[src/sv/spr_pkg.sv]
// ----------------------------------------------------------------------------
// spr_pkg
// Shared types, codes and defaults of the shortest path with route unit.
// ----------------------------------------------------------------------------
package spr_pkg;

   localparam int DEF_MAX_NODES = 64;
   localparam int DEF_MAX_EDGES = 512;
   localparam int DEF_COST_BITS = 16;

   localparam logic [1:0] ACT_CLEAR = 2'd0;
   localparam logic [1:0] ACT_ADD   = 2'd1;
   localparam logic [1:0] ACT_QUERY = 2'd2;

   localparam logic [1:0] ST_ROUTE   = 2'd0;
   localparam logic [1:0] ST_UNREACH = 2'd1;
   localparam logic [1:0] ST_FULL    = 2'd2;

   localparam logic [21:0] DIST_MAX = 22'h3FFFFF;

   typedef struct packed {
      logic [1:0]  action;
      logic [5:0]  edge_from;
      logic [5:0]  edge_to;
      logic [15:0] edge_cost;
      logic [5:0]  source_node;
      logic [5:0]  target_node;
   } req_type;

   typedef struct packed {
      logic [5:0]  route_node;
      logic [21:0] route_distance;
      logic [1:0]  status;
      logic        last;
   } rsp_type;

   // distance memory read address source
   typedef enum logic [1:0] {
      DSEL_SCAN = 2'd0,
      DSEL_EDGE = 2'd1,
      DSEL_DST  = 2'd2
   } dsel_type;

   typedef struct packed {
      logic     clear_edges;
      logic     add_edge;
      logic     start_query;
      logic     scan_start;
      logic     scan_step;
      logic     settle;
      logic     edge_next;
      logic     relax;
      dsel_type dist_sel;
      logic     walk_start;
      logic     walk_write;
      logic     walk_step;
      logic     emit_route;
      logic     emit_unreach;
      logic     emit_full;
   } cmd_type;

   typedef struct packed {
      logic req_bad;
      logic edges_full;
      logic scan_done;
      logic found;
      logic edges_done;
      logic edge_match;
      logic dst_settled;
      logic walk_end;
      logic emit_last;
      logic out_free;
   } stat_type;

endpackage

[src/sv/spr_ctrl.sv]
// ----------------------------------------------------------------------------
// spr_ctrl
// Sequencer of the unit: table updates, search, route walk and word emission.
// ----------------------------------------------------------------------------
module spr_ctrl (
   input  logic             clock,
   input  logic             reset,
   input  logic             req_valid,
   output logic             req_ready,
   input  logic [1:0]       req_action,
   input  spr_pkg::stat_type stat,
   output spr_pkg::cmd_type  cmd
);

   typedef enum logic [13:0] {
      S_IDLE    = 14'b00000000000001,
      S_FULL    = 14'b00000000000010,
      S_UNREACH = 14'b00000000000100,
      S_SCAN    = 14'b00000000001000,
      S_PICK    = 14'b00000000010000,
      S_ERD     = 14'b00000000100000,
      S_EDW     = 14'b00000001000000,
      S_ECMP    = 14'b00000010000000,
      S_TDIST   = 14'b00000100000000,
      S_TCAP    = 14'b00001000000000,
      S_WALK    = 14'b00010000000000,
      S_WWAIT   = 14'b00100000000000,
      S_EADDR   = 14'b01000000000000,
      S_ESEND   = 14'b10000000000000
   } state_type;

   state_type state_ff, state_in;

   always_ff @(posedge clock) begin
      if (reset) begin
         state_ff <= S_IDLE;
      end else begin
         state_ff <= state_in;
      end
   end

   always_comb begin
      state_in  = state_ff;
      cmd       = '0;
      cmd.dist_sel = spr_pkg::DSEL_SCAN;
      req_ready = 1'b0;
      unique case (state_ff)
         S_IDLE: begin
            req_ready = 1'b1;
            if (req_valid) begin
               unique case (req_action)
                  spr_pkg::ACT_CLEAR: cmd.clear_edges = 1'b1;
                  spr_pkg::ACT_ADD: begin
                     if (stat.edges_full) begin
                        state_in = S_FULL;
                     end else begin
                        cmd.add_edge = 1'b1;
                     end
                  end
                  spr_pkg::ACT_QUERY: begin
                     if (stat.req_bad) begin
                        state_in = S_UNREACH;
                     end else begin
                        cmd.start_query = 1'b1;
                        cmd.scan_start  = 1'b1;
                        state_in        = S_SCAN;
                     end
                  end
                  default: ;
               endcase
            end
         end
         S_FULL: begin
            if (stat.out_free) begin
               cmd.emit_full = 1'b1;
               state_in      = S_IDLE;
            end
         end
         S_UNREACH: begin
            if (stat.out_free) begin
               cmd.emit_unreach = 1'b1;
               state_in         = S_IDLE;
            end
         end
         S_SCAN: begin
            cmd.scan_step = 1'b1;
            if (stat.scan_done) state_in = S_PICK;
         end
         S_PICK: begin
            if (stat.found) begin
               cmd.settle = 1'b1;
               state_in   = S_ERD;
            end else if (stat.dst_settled) begin
               state_in = S_TDIST;
            end else begin
               state_in = S_UNREACH;
            end
         end
         S_ERD: begin
            if (stat.edges_done) begin
               cmd.scan_start = 1'b1;
               state_in       = S_SCAN;
            end else begin
               state_in = S_EDW;
            end
         end
         S_EDW: begin
            cmd.dist_sel = spr_pkg::DSEL_EDGE;
            if (stat.edge_match) begin
               state_in = S_ECMP;
            end else begin
               cmd.edge_next = 1'b1;
               state_in      = S_ERD;
            end
         end
         S_ECMP: begin
            cmd.relax     = 1'b1;
            cmd.edge_next = 1'b1;
            state_in      = S_ERD;
         end
         S_TDIST: begin
            cmd.dist_sel = spr_pkg::DSEL_DST;
            state_in     = S_TCAP;
         end
         S_TCAP: begin
            cmd.walk_start = 1'b1;
            state_in       = S_WALK;
         end
         S_WALK: begin
            cmd.walk_write = 1'b1;
            state_in       = stat.walk_end ? S_EADDR : S_WWAIT;
         end
         S_WWAIT: begin
            cmd.walk_step = 1'b1;
            state_in      = S_WALK;
         end
         S_EADDR: state_in = S_ESEND;
         S_ESEND: begin
            if (stat.out_free) begin
               cmd.emit_route = 1'b1;
               state_in       = stat.emit_last ? S_IDLE : S_EADDR;
            end
         end
         default: state_in = S_IDLE;
      endcase
   end

endmodule

[config.mk]
export PLATFORM = sky130hd
export DESIGN_NAME = spr_ctrl
export DESIGN_NICKNAME = d
export VERILOG_FILES = /design/src/sv/spr_pkg.sv /design/src/sv/spr_ctrl.sv
export SDC_FILE = /design/constraint.sdc
export NUM_CORES = 1
export LEC_CHECK = 0
export ABC_CLOCK_PERIOD_IN_PS = 1850
export BUFFER_PORTS_ARGS = -buffer_cell sky130_fd_sc_hd__buf_2
export CORE_UTILIZATION = 45
export DETAILED_ROUTE_END_ITERATION = 8
export PLACE_DENSITY = 0.84
export SLEW_MARGIN = 20
export SYNTH_ARGS = -nofsm -noshare
export SYNTH_HDL_FRONTEND = slang
export SYNTH_SLANG_ARGS = --single-unit
[constraint.sdc]
create_clock -name clock -period 1.85 [get_ports clock]
set_input_delay 0.37 -clock clock [delete_from_list [all_inputs] [get_ports clock]]
set_output_delay 0.37 -clock clock [all_outputs]
set_load 0.03 [all_outputs]
==> results of run 1 <==
==> cell usage after synthesis (2+ instances only) <==
cell type  instances
nand3b_1           2
a22oi_1            2
nand3_1            8
xor2_1             3
mux2i_1            3
or4_4              2
o211ai_1           3
a21oi_1            4
and2_1             2
nor2b_1            4
clkbuf_1           5
dfxtp_1           14
nand2b_1           6
and4_1             2
nor4b_1            3
o21ai_0            3
nor3b_1            5
nor4_2             2
nor4_1             4
nor2_1            18
and3b_1            2
nor3_1             5
nand4b_1           3
nand2_1            6
inv_1              4
==> stage by stage <==
step	TNS [ns]	cell area, sq um	hold slack (ns)
CTS	-8.74	1970	0.258
global placement	-4.53	1640	0.548
floorplan	-6.04	1180	0.446
detailed placement	-6.46	1640	0.570
==> logic make-up after synthesis <==
family / count (synthesis) / synth area share
AO/OA/AOI/OAI: 19 / 0.117
XOR/XNOR: 3 / 0.0246
buffers and inverters: 11 / 0.0457
flip-flops: 14 / 0.263
multiplexers: 4 / 0.0387
AND/OR/NAND/NOR: 84 / 0.511
==> timing repair <==
action / in CTS
pin swaps: 17
gates resized for setup: 61
setup endpoints to repair: 30
cloned: 0
endpoints found under the hold margin: 0
buffers inserted: 9
==> layer usage <==
metal | global-route usage | GRT overflow
met5 | 0 | 0
met4 | 0.606 | 4
met3 | 0.273 | 0
met2 | 0.842 | 1
met1 | 0.529 | 0
==> metrics.cfg, run 1 <==
[run_status]
status = stopped before the end
stop_stage = global routing
tool.error = [ERROR GRT-0232] Routing congestion too high. Check the congestion heatmap in the GUI.

[clocking]
cts_sinks = 14
postCtsHoldBufs = 0
cts_max_level = 1
numCtsBuffers = 3
cts_root_buf = clkbuf_4
clockBufferDepth = 2

[global_route]
grt_max_degree = 13
overflow = 5
grt.total_usage = 0.561

[place]
dpl.hpwl_mm = 2.78
place_inst = 229
port_buffers = 31
pre_cts_ws_ns = -0.339
gp_congestion = 0.909

[logic_synthesis]
synth.distinct_cells = 45
yosys-top-cells-area = dfxtp_1 26%, nor2_1 6.3%, nand3_1 3.8%
synth_ff_type = dfxtp_1
synth_nets = 150
ys_warn_count = 0
avgSynthCellArea_sq_um = 7.91
synth-edff-count = 0
syn_inst = 135
ys_ff_latch = 14
yosysSeqAreaShare = 0.263
async_flop_share = 0
synth_top_area_frac = 0.263
yosysTopAreaCell = dfxtp_1
syn_area_sq_um = 1070

[die]
fp-row-count = 17
ios = 32
die_w_um = 50.7
die_h_um = 50.7
initial_utilization = 0.478

[sta]
worst-ep-kind = output port
worstEndpointGrtRepair = cmd[14]

==> run 2, diff against run 1 <==
--- a/config.mk
+++ b/config.mk
@@ -5,11 +5,12 @@
 export SDC_FILE = /design/constraint.sdc
 export NUM_CORES = 1
 export LEC_CHECK = 0
-export ABC_CLOCK_PERIOD_IN_PS = 1850
+export ABC_CLOCK_PERIOD_IN_PS = 2400
 export BUFFER_PORTS_ARGS = -buffer_cell sky130_fd_sc_hd__buf_2
-export CORE_UTILIZATION = 45
+export CORE_AREA = 2 2 63 65
 export DETAILED_ROUTE_END_ITERATION = 8
-export PLACE_DENSITY = 0.84
+export DIE_AREA = 0 0 65 67
+export PLACE_DENSITY_LB_ADDON = 0.15
 export SLEW_MARGIN = 20
 export SYNTH_ARGS = -nofsm -noshare
 export SYNTH_HDL_FRONTEND = slang
==> constraint.sdc (replaced) <==
create_clock -name clock -period 2.4 [get_ports clock]
set_input_delay 0.48 -clock clock [delete_from_list [all_inputs] [get_ports clock]]
set_output_delay 0.48 -clock clock [all_outputs]
set_load 0.03 [all_outputs]
==> run 2 against run 1 <==
  * The flow now finishes, with violations (negative setup slack)
  * Synthesized cell count is the same
  * Area after synthesis did not move
==> metrics.cfg, run 2 <==
[clocking]
cts_sinks = 14  ; unchanged
numCtsBuffers = 3  ; unchanged
worstSkewPairLatency_ns = 0.24
cts_root_buf = clkbuf_8
postCtsHoldBufs = 0  ; unchanged
cts_tree = built
cts_max_level = 1  ; unchanged
path_clk_slew_ns = 0.06
clockBufferDepth = 2  ; unchanged

[worst_setup_path]
critPathMaxFanout = 3
worstPathRequired_ns = 1.92
crit_type = register to output pin
r2r_slack_ns = 0.38
crit_path_cell_trace = or4_4 > nor4_4 > nand2_2 > nor3_4 > buf_2
startpoint_type = register
cp_slowest_stage_delay_ns = 0.56
endpoint_kind = output pin
cp.arrival_ns = 2.03
crit_path_top_delay_cell = or4_4

[run_status]
violations = negative setup slack
status = finished with violations

[logic_synthesis]
synth_ff_type = dfxtp_1
yosysSeqAreaShare = 0.263  ; unchanged
netlist_top_cells_count = 18 x nor2_1, 14 x dfxtp_1, 8 x nand3_1
synth-edff-count = 0  ; unchanged
avgSynthCellArea_sq_um = 7.91  ; unchanged
synth_top_area_frac = 0.263  ; unchanged
yosys-top-cells-area = dfxtp_1 26%, nor2_1 6.3%, nand3_1 3.8%
synth.distinct_cells = 45  ; unchanged
synth_nets = 150  ; unchanged
async_flop_share = 0  ; unchanged
ys_warn_count = 0  ; unchanged
syn_inst = 135  ; unchanged
syn_area_sq_um = 1070  ; unchanged
yosysTopAreaCell = dfxtp_1
ys_ff_latch = 14  ; unchanged
synth_most_common_cell = nor2_1

[power]
swShare = 0.394
p_leak_nw = 0.653
intPower_mw = 0.611
pwr-share-comb = 0.514
power_density_nw_per_um2 = 676
peakVddDrop_v = 0.000335
clkPwrFrac = 0.223
p_sw_mw = 0.397
seqPwrFrac = 0.262

[final_layout]
syn2layout_area_growth_pct = 39.7
reg_top3 = state_ff (14)
registers.top_by_ff_count = state_ff
layout_common_cells = 25 x buf_2, 19 x buf_4, 17 x nor2_1
multiInputGateArea_sq_um = 782
nets = 195
largest_reg_flops = 14
regArea_sq_um = 282
diodes = 0
drive_above_1_share = 0.397
nFillCells = 386
final_common_cell = buf_2

[route]
first_pass_iters = 4
via_count = 1167
drc_errors = 0
drt-initial-drc-count = 127
viasPerCell = 5.14
ant_nets = 0
totalWireLength_mm = 2.99
wl_per_cell_um = 13.2

[min_path]
hp-class = primary input to register

[sta]
hold_viol_final = 0
setup_viol = 5
rsz0062_at_grt = yes
fin_ws_ns = -0.108
holdWs_ns = 0.408
drv_slew = 0
finClkSkew_ns = 0.00291
tightest_slew_ns = 0.643
finalSetupTns_ns = -0.486
max_freq_mhz = 399
fin_crit_sh = 1.05
relSlewSlack = 0.568
min_period_ns = 2.51

[place]
port_buffers = 31  ; unchanged
gp_congestion = 0.835  ; -8.2%
dpl.hpwl_mm = 2.43  ; -12%
pre_cts_ws_ns = 0.0728  ; +0.411 ns

[die]
fp-row-count = 22  ; +5
ios = 32  ; unchanged
die_h_um = 67  ; +32%
initial_utilization = 0.296  ; -0.182
die_w_um = 65  ; +28%
core_area_sq_um = 3610
fp.dieArea_sq_um = 4360

[global_route]
grt_max_degree = 13
grt_pass1_vias = 1078
overflow = 0
grt_first_pass_wirelength_mm = 4.78
antenna_found_initial = 0
grt.total_usage = 0.143

[flow_run]
drv_cap = 0

==> run 2: cell counts after synthesis <==
Identical to the previous run, type by type.
==> run 2: kinds of logic (layout without fill, tap and decap cells) <==
logic type | after synthesis | count (layout) | synth area share
and+or+nand+nor | 84 | 84 | 0.511
AOI/OAI and AO/OA | 19 | 19 | 0.117
DFF | 14 | 14 | 0.263
buffers and inverters | 11 | 55 | 0.0457
muxes | 4 | 4 | 0.0387
xor gates and xnor gates | 3 | 3 | 0.0246
==> run 2: final timing paths <==
kind	startpoint	endpoint	depth (start not counted)
max reg2reg	state_ff[4]	state_ff[0]	8
min reg2reg	state_ff[6]	state_ff[7]	2
min	stat[2]	state_ff[11]	2
max	state_ff[7]	cmd[13]	5
==> run 2: through the flow <==
step	utilization	cell area, sq um	power (mW)	cells
after floorplan	-	1100	0.620	135
after global placement	0.384	1380	0.768	221
after detailed placement	0.384	1380	0.772	221
after CTS	0.411	1480	1.01	227
after global routing	0.414	1490	1.07	227
final	0.414	1490	1.01	227
==> run 2: cell type report <==
class | count | share of cell area
Sequential cell | 14 | 0.189
Timing Repair Buffer | 47 | 0.200
Tap cell | 48 | 0.0403
Inverter | 4 | 0.0101
Clock buffer | 4 | 0.0369
Multi-Input combinational cell | 110 | 0.524
==> run 2: what timing repair did <==
item	in CTS	in global routing
pin swaps	5	1
endpoints found under the hold margin	0	0
gates resized for setup	9	3
setup endpoints to repair	11	15
buffers inserted	2	0
==> run 2: power by group through the flow <==
stage                     sequential (mW)  clock (mW)  combinational, mW
after detailed placement            0.269           0              0.503
after global routing                0.267       0.243              0.565
final                               0.264       0.225              0.519
after CTS                           0.264       0.228              0.522
after global placement              0.268           0              0.501
after floorplan                     0.259           0              0.360
==> run 2: metal layers <==
metal | global-route usage | part of all wire
met1 | 0.178 | 0.47
met2 | 0.237 | 0.46
met3 | 0.0355 | 0.045
met4 | 0.0559 | 0.026
met5 | 0 | 0
==> run 2: critical path, delay by kind of cell, from the launching register on <==
family	cells	cell delay [ns]
buffers and inverters	1	0.23
and+or+nand+nor	4	1.23
DFF	1	0.32
Note: power is estimated with default switching activity, not from simulation.
==> run 3, diff against run 2 <==
--- a/config.mk
+++ b/config.mk
@@ -15,3 +15,4 @@
 export SYNTH_ARGS = -nofsm -noshare
 export SYNTH_HDL_FRONTEND = slang
 export SYNTH_SLANG_ARGS = --single-unit
+export TNS_END_PERCENT = 10
==> run 3 against run 2 <==
  * The run still ends with negative setup slack left
  * Maximum frequency fell by 2.3%
  * Clock-buffer cell count did not move
  * First-iteration DRC count fell by 36%
  * Cell count rose by 0.44%
  * Hold slack improved by 0.0036 ns
  * Design area rose by 0.75%
  * Setup slack got worse by 0.060 ns
  * Sequential power barely moved
  * Combinational power rose by 2%
  * Sequential share of layout area fell by 0.14 points
  * Non-clock buffer count rose by 1
  * Critical path type unchanged
  * Critical endpoint is now cmd[11]
  * Largest cell class unchanged
==> metrics.cfg, run 3 (synthesized netlist as in run 2, its figures left out) <==
[run_status]
status = finished with violations
violations = negative setup slack

[sta]
holdWs_ns = 0.412  ; +0.00360 ns
rsz0062_at_grt = yes
max_freq_mhz = 389  ; -2.3%
fin_crit_sh = 1.07  ; +0.0249
hold_viol_final = 0  ; unchanged
setup_viol = 10  ; +5
fin_ws_ns = -0.168  ; -0.0597 ns
min_period_ns = 2.57  ; +0.0597 ns
relSlewSlack = 0.534  ; -0.0337
finClkSkew_ns = 0.00283  ; -0.0000815 ns
tightest_slew_ns = 0.694  ; +0.0502 ns
drv_slew = 0  ; unchanged

[power]
p_sw_mw = 0.410  ; +3.2%
peakVddDrop_v = 0.000351  ; +4.6%
seqPwrFrac = 0.257  ; -0.005
power_density_nw_per_um2 = 678  ; +0.27%
intPower_mw = 0.609  ; -0.41%
p_leak_nw = 0.659  ; +1.0%
clkPwrFrac = 0.224  ; about the same
total_power_mw = 1.02  ; +1.0%
swShare = 0.402  ; +0.00865
pwr-share-comb = 0.519  ; +0.005

[worst_setup_path]
worstPathRequired_ns = 1.92  ; about the same
critPathMaxFanout = 3  ; unchanged
endpoint_kind = output pin
path_buf_inv = 1  ; unchanged
crit_path_cell_trace = or4_4 > nor3_1 > and4b_1 > buf_2
crit_family = simple AND/OR/NAND/NOR gates
crit_path_top_delay_cell = or4_4
cp_slowest_stage_delay_ns = 0.57  ; about the same
crit_type = register to output pin
cp.arrival_ns = 2.09  ; +0.06 ns
startpoint_type = register

[clocking]
cts_tree = built
path_clk_slew_ns = 0.06  ; about the same
numCtsBuffers = 3  ; unchanged
cts_sinks = 14  ; unchanged
clockBufferDepth = 2  ; unchanged
cts_root_buf = clkbuf_8
cts_max_level = 1  ; unchanged
post-cts-setup-buffer-count = 0  ; -2
worstSkewPairLatency_ns = 0.24  ; about the same

[place]
place_area_sq_um = 1400  ; +0.90%
pre_cts_ws_ns = 0.0628  ; -0.0100 ns
place_inst = 224  ; +1.4%
gp_congestion = 0.805  ; -3.5%
dpl.hpwl_mm = 2.61  ; +7.3%
port_buffers = 31  ; unchanged

[global_route]
grt_pass1_vias = 1095  ; +1.6%
grt_first_pass_wirelength_mm = 5.01  ; +4.8%
grt.total_usage = 0.150  ; +0.00730
grt_max_degree = 13  ; unchanged
overflow = 0  ; unchanged
antenna_found_initial = 0  ; unchanged

[route]
viasPerCell = 5.16  ; +0.41%
drc_errors = 0  ; unchanged
via_count = 1177  ; +0.86%
totalWireLength_mm = 3.15  ; +5.0%
drt-initial-drc-count = 81  ; -36%
ant_nets = 0  ; unchanged
wl_per_cell_um = 13.8  ; +4.6%
first_pass_iters = 4  ; unchanged

[final_layout]
layoutNonFillerInstCount = 228  ; +0.44%
registers.top_by_ff_count = state_ff
largest_reg_flops = 14  ; unchanged
nets = 196  ; +0.51%
final_common_cell = buf_2
diodes = 0  ; unchanged
layout_common_cells = 24 x buf_2, 22 x buf_4, 17 x nor2_1
drive_above_1_share = 0.400  ; +0.00335
syn2layout_area_growth_pct = 40.8
final_area_sq_um = 1500  ; +0.75%
reg_top3 = state_ff (14)

[flow_run]
drv_cap = 0  ; unchanged

[min_path]
hp-class = primary input to register

[die]
fp-row-count = 22  ; unchanged
fp.dieArea_sq_um = 4360  ; unchanged
initial_utilization = 0.296  ; unchanged
die_h_um = 67  ; unchanged
ios = 32  ; unchanged
die_w_um = 65  ; unchanged
core_area_sq_um = 3610  ; unchanged

[run 3: cell types whose count changed in the layout (fill, tap and decap cells not counted)]
cell	before	now
buf_2	25	24
nor3b_2	4	3
nor4_2	3	4
nor4_1	3	2
buf_4	19	22
nor3b_1	2	3
clkbuf_4	1	0
[run 3: stage by stage]
step	util	setup TNS, ns
finish	0.417	-0.934
global route	0.417	-1.86
CTS	0.412	-0.864
detailed placement	0.387	0
global placement	0.387	0
floorplan	-	-1.27
[run 3: worst paths after layout]
| kind | slack [ns] | from | endpoint | cells after the start |
|---|---|---|---|---|
| max | -0.17 | state_ff[13] | cmd[11] | 4 |
| min | 0.41 | stat[2] | state_ff[11] | 2 |
| max reg2reg | 0.35 | state_ff[8] | state_ff[13] | 7 |
| min reg2reg | 0.60 | state_ff[6] | state_ff[7] | 2 |
[run 3: power by group through the flow]
stage	registers [mW]	clock network (mW)	logic [mW]
5_1_grt	0.264	0.249	0.573
2_1_floorplan	0.259	0	0.357
6_report	0.262	0.228	0.528
3_3_place_gp	0.266	0	0.505
3_5_place_dp	0.265	0	0.506
4_1_cts	0.262	0.234	0.517
[run 3: routing by layer]
layer | global-route usage | part of all wire
met1 | 0.196 | 0.47
met2 | 0.245 | 0.47
met3 | 0.0304 | 0.040
met4 | 0.0559 | 0.021
met5 | 0 | 0
[run 3: layout make-up]
| type | instances | area [sq um] |
|---|---|---|
| flip-flops and latches | 14 | 282 |
| clock buffers | 4 | 55.1 |
| fillers | 381 | 2100 |
| repair buffers | 48 | 308 |
| multi-input cells | 110 | 783 |
| well taps | 48 | 60.1 |
| inverters | 4 | 15.0 |
[run 3: repair_timing]
action | 4_1_cts | 5_1_grt
pin swaps | 5 | 3
resized for setup | 10 | 5
endpoints found under the setup margin | 14 | 16
hold buffers | 0 | 0
[run 3: worst register-to-register path, stage by stage, from the launching register on]
cell      delay, ns
dfxtp_1        0.33
buf_4          0.17
nor4_2         0.38
nand4b_1       0.14
a21oi_1        0.25
o21ai_1        0.27
mux2_2         0.36
nor2_1         0.08
